===== src/rtl/lmbma_pkg.sv =====
package lmbma_pkg;

   localparam int MAX_SIDE   = 1024;
   localparam int COL_W      = $clog2(MAX_SIDE);
   localparam int SIDE_W     = $clog2(MAX_SIDE + 1);
   localparam int ROW_W      = $clog2(MAX_SIDE + 2);
   localparam int RING_DEPTH = MAX_SIDE + 1;
   localparam int RING_W     = $clog2(RING_DEPTH);
   localparam int PIX_W      = 8;
   localparam int MEAN_W     = 8;
   localparam int POS_W      = 10;
   localparam int SQ_W       = 2 * SIDE_W;
   localparam int SUM_W      = SQ_W + PIX_W;

   localparam int CFG_SIDE_W = 11;
   localparam int REG_IDX_W  = 1;
   localparam int ADDR_W     = 2 + REG_IDX_W;
   localparam int DATA_W     = 32;

   localparam logic [REG_IDX_W-1:0] REG_TARGET = 1'b0;
   localparam logic [REG_IDX_W-1:0] REG_SIDE   = 1'b1;

   localparam logic REQ_PIXEL = 1'b0;
   localparam logic REQ_DRAIN = 1'b1;

   typedef struct packed {
      logic             req_type;
      logic [PIX_W-1:0] pixel_value;
   } req_item_type;

   typedef struct packed {
      logic [PIX_W-1:0]  bordered_pixel;
      logic [PIX_W-1:0]  inverted_pixel;
      logic [POS_W-1:0]  out_row;
      logic [POS_W-1:0]  out_column;
      logic              last_of_image;
      logic [MEAN_W-1:0] mean_level;
   } rsp_item_type;

endpackage


===== src/rtl/lmbma_mean_div.sv =====
module lmbma_mean_div
   import lmbma_pkg::*;
(
   input  logic              clock,
   input  logic              reset,
   input  logic              start,
   input  logic [SUM_W-1:0]  dividend,
   input  logic [SQ_W-1:0]   divisor,
   output logic              done,
   output logic [MEAN_W-1:0] quotient
);

   localparam int CNT_W = $clog2(MEAN_W);

   logic              busy_ff, busy_in;
   logic              done_ff, done_in;
   logic [CNT_W-1:0]  cnt_ff, cnt_in;
   logic [SUM_W-1:0]  rem_ff, rem_in;
   logic [SUM_W-1:0]  dvs_ff, dvs_in;
   logic [MEAN_W-1:0] quo_ff, quo_in;
   logic              fits;

   always_comb begin
      fits    = rem_ff >= dvs_ff;
      busy_in = busy_ff;
      done_in = 1'b0;
      cnt_in  = cnt_ff;
      rem_in  = rem_ff;
      dvs_in  = dvs_ff;
      quo_in  = quo_ff;
      if (start) begin
         busy_in = 1'b1;
         cnt_in  = '0;
         rem_in  = dividend;
         dvs_in  = SUM_W'(divisor) << (MEAN_W - 1);
         quo_in  = '0;
      end else if (busy_ff) begin
         if (fits) begin
            rem_in = rem_ff - dvs_ff;
         end
         quo_in = {quo_ff[MEAN_W-2:0], fits};
         dvs_in = dvs_ff >> 1;
         cnt_in = cnt_ff + CNT_W'(1);
         if (cnt_ff == CNT_W'(MEAN_W - 1)) begin
            busy_in = 1'b0;
            done_in = 1'b1;
         end
      end
   end

   always_ff @(posedge clock) begin
      if (reset) begin
         busy_ff <= 1'b0;
         done_ff <= 1'b0;
         cnt_ff  <= '0;
      end else begin
         busy_ff <= busy_in;
         done_ff <= done_in;
         cnt_ff  <= cnt_in;
      end
      rem_ff <= rem_in;
      dvs_ff <= dvs_in;
      quo_ff <= quo_in;
   end

   assign done     = done_ff;
   assign quotient = quo_ff;

endmodule

===== config.mk =====
export PLATFORM = sky130hd
export DESIGN_NAME = lmbma_mean_div
export DESIGN_NICKNAME = d
export VERILOG_FILES = /design/src/rtl/lmbma_pkg.sv /design/src/rtl/lmbma_mean_div.sv
export SDC_FILE = /design/constraint.sdc
export NUM_CORES = 1
export LEC_CHECK = 0
export ABC_AREA = 1
export BUFFER_PORTS_ARGS = -buffer_cell sky130_fd_sc_hd__buf_2
export CAP_MARGIN = 20
export CORE_MARGIN = 2
export CORE_UTILIZATION = 30
export CTS_CLUSTER_DIAMETER = 100
export DETAILED_ROUTE_END_ITERATION = 6
export PLACE_DENSITY = 0.46
export RECOVER_POWER = 25
export SYNTH_ARGS = -nofsm -noshare
export SYNTH_HDL_FRONTEND = slang
export SYNTH_SLANG_ARGS = --single-unit

===== constraint.sdc =====
create_clock -name clock -period 3.33 [get_ports clock]
set_clock_uncertainty 0.15 [all_clocks]
set_input_delay 0.4995 -clock clock [delete_from_list [all_inputs] [get_ports clock]]
set_output_delay 0.4995 -clock clock [all_outputs]
set_load 0.05 [all_outputs]

==> impl_metrics.csv <==
group,metric,value,unit
pwr,p_int,2.334,mW
critical_path,reg2reg_setup_slack,0.78,ns
critical_path,cp.required,3.21,ns
sta,fin_crit,2.551,ns
status,status,"complete, no violations",
placed_design,port_buffers,63,
sta,tns,0,ns
final_layout,final_common_cell,"nand2_1",
final_layout,diodes,0,
min_path,hold_class,"primary input to register",
synth,ys_seq_elements,72,
clocking,cts_setup_buffers,0,
grt,grt_pass1_vias,4677,
routing,vias_per_cell,4.402,
placed_design,postPlaceCellArea,0.005856,mm2
critical_path,crit_family,"simple AND/OR/NAND/NOR gates",
routing,vias,4776,
placed_design,place.gp.congestion,0.8425,
job,cap_violations,0,
clocking,cts_tree,"done",
floorplan,io_pins,64,
routing,antenna_left,0,
critical_path,crit_top_cell,"nand2_1",
clocking,cts-resized-gates,0,
synth,synthFlopType,"edfxtp_1",
clocking,clkTransAtPathRegs,0.06,ns
synth,yosysWarningCount,0,
routing,first_pass_iters,4,
clocking,clkLatencyLatePin,0.35,ns
clocking,clock-root-buffer,"clkbuf_16",
clocking,clock_sinks,72,
sta,slew_violations,0,
floorplan,die_area,0.01867,mm2
critical_path,end_kind,"register",
clocking,cts_buffers,9,
synth,synth_top_area_cell,"edfxtp_1",
pwr,p_switching,1.547,mW
final_layout,syn_to_final_growth,16.76,%
grt,grt_usage,17.50,%
synth,synth_edf_count,52,
final_layout,fillers,1909,
routing,wire_per_inst,14.14,um
critical_path,cp.arrival,2.43,ns
critical_path,critPathMaxStageDelay,0.43,ns
pwr,power.density,629.7,mW/mm2
synth,synth_cell_type_count,36,
routing,drc_errors,0,
pwr,max-vdd-ir-drop,260.2,uV
final_layout,drive_above_1_share,11.16,%
floorplan,die_h,136.6,um
grt,overflow,0,
clocking,holdBufCountCts,0,
sta,finalCritPeriodShare,76.60,%
sta,setup_viol,0,
synth,syn_area,0.005278,mm2
critical_path,start_kind,"register",
floorplan,rows,48,
routing,drt_iter0_drc,285,
pwr,clkPwrFrac,27.4,%
sta,max_slew_margin,12.60,%
synth,synth_nets,878,
sta,setup_slack,0.7792,ns
clocking,htree_num_levels,3,
grt,grt_max_degree,64,
pwr,seqPwrFrac,30.8,%
sta,tightest_slew,1.311,ns
routing,finalWirelength,15.34,mm
grt,antenna_found_initial,0,
synth,yosysSeqAreaShare,37.17,%
synth,async_reset_ff_share,0,%
synth,avgSynthCellArea,6.672,um2
pwr,power_leakage,3.240,nW
critical_path,crit_fanout,13,
pwr,switching_share,39.86,%
sta,rsz0062_at_grt,"false",
synth,synth_area_leaders,"edfxtp_1 30%, nand2_1 22%, inv_1 9.7%, dfxtp_1 7.6%, ha_1 7.3%",
sta,whs,0.1778,ns
floorplan,start_util,30.62,%
grt,grt_pass1_wl,24.58,mm
sta,timing.fmax,392.0,MHz
floorplan,core_area,0.01724,mm2
placed_design,detailed_place_hpwl,11.89,mm
critical_path,critical_path_buf_inv_count,1,
sta,final_hold_viol_count,0,
final_layout,mostFrequentLayoutCells,"309 x nand2_1, 135 x inv_1, 67 x nand3_1",
pwr,pwr-share-comb,41.9,%
floorplan,die_x,136.6,um
critical_path,criticalPathCategory,"register to register",
final_layout,finalInstanceArea,0.006162,mm2
critical_path,path_cells,"ha_1, nand2_2, nor2_2, and2_1, nand2_1, nand2_2, nand3b_1, nand2_1, nand2_1, nand2_1, buf_4",
placed_design,post-place-ws,0.8183,ns
synth,netlist_instances,791,
synth,yosysTopAreaCellShare,29.59,%
clocking,clock_path_buffers,2,
final_layout,nets,942,
final_layout,utilization,35.75,%
critical_path,critical-path-slowest-cell,"ha_1",
worst paths after layout:
check	from	to	cells after the start
worst min-delay path	reset	busy_ff	2
worst min register to register	cnt_ff[1]	cnt_ff[1]	2
worst max register to register	rem_ff[10]	rem_ff[21]	11
worst max-delay path	rem_ff[10]	rem_ff[21]	11
area by class of cell:
type,instances,area [um2],area share [%]
Multi-Input combinational cell,564,2723,44.18
Sequential cell,72,1962,31.84
Inverter,137,514.2,8.345
Timing Repair Buffer,71,356.6,5.787
Tap cell,225,281.5,4.569
Clock buffer,11,264.0,4.284
Clock inverter,5,61.31,0.9949
state kept, by name, indices dropped and copies added (netlist names):
signal	cells
cnt_ff	3
quotient	8
dvs_ff	29
rem_ff	30
done	1
busy_ff	1
synth_stat cells (all sizes together), types with 2 or more instances:
cell type    n
inv        136
nand3b       5
clkbuf       8
ha          31
buf         10
o21ai       25
or2          6
nor2        62
and2         3
xnor2        6
nand2      314
a21oi       29
nand4        4
o21bai       2
nand3       69
edfxtp      52
dfxtp       20
nor3         2
power groups by stage:
| stage | clock [mW] | combinational [mW] | sequential (mW) |
|---|---|---|---|
| after floorplan | 0 | 1.18 | 1.22 |
| after global placement | 0 | 1.64 | 1.21 |
| after detailed placement | 0 | 1.62 | 1.21 |
| after CTS | 1.10 | 1.63 | 1.19 |
| after global routing | 1.12 | 1.87 | 1.21 |
| final | 1.06 | 1.63 | 1.19 |
through the flow:
step	total power [mW]	instances
final	3.881	1085
after global routing	4.203	1085
after CTS	3.924	1085
after detailed placement	2.835	1069
after global placement	2.846	1069
after floorplan	2.395	791
kinds of logic after synthesis:
family	share of synthesized area (%)
xor gates and xnor gates	1.162
adders and majority gates	7.729
and+or+nand+nor	36.65
AOI/OAI and AO/OA	6.046
DFF	37.17
buffers and inverters	11.24
routing by layer:
layer  part of all wire (%)  vias up  GRT usage (%)
li1                       -     2597              -
met1                     52     2074          25.01
met2                     43       87          26.56
met3                    3.5       18          2.556
met4                    1.9        0          6.713
met5                      0        -              0
Power figures use the tool's default switching activity.
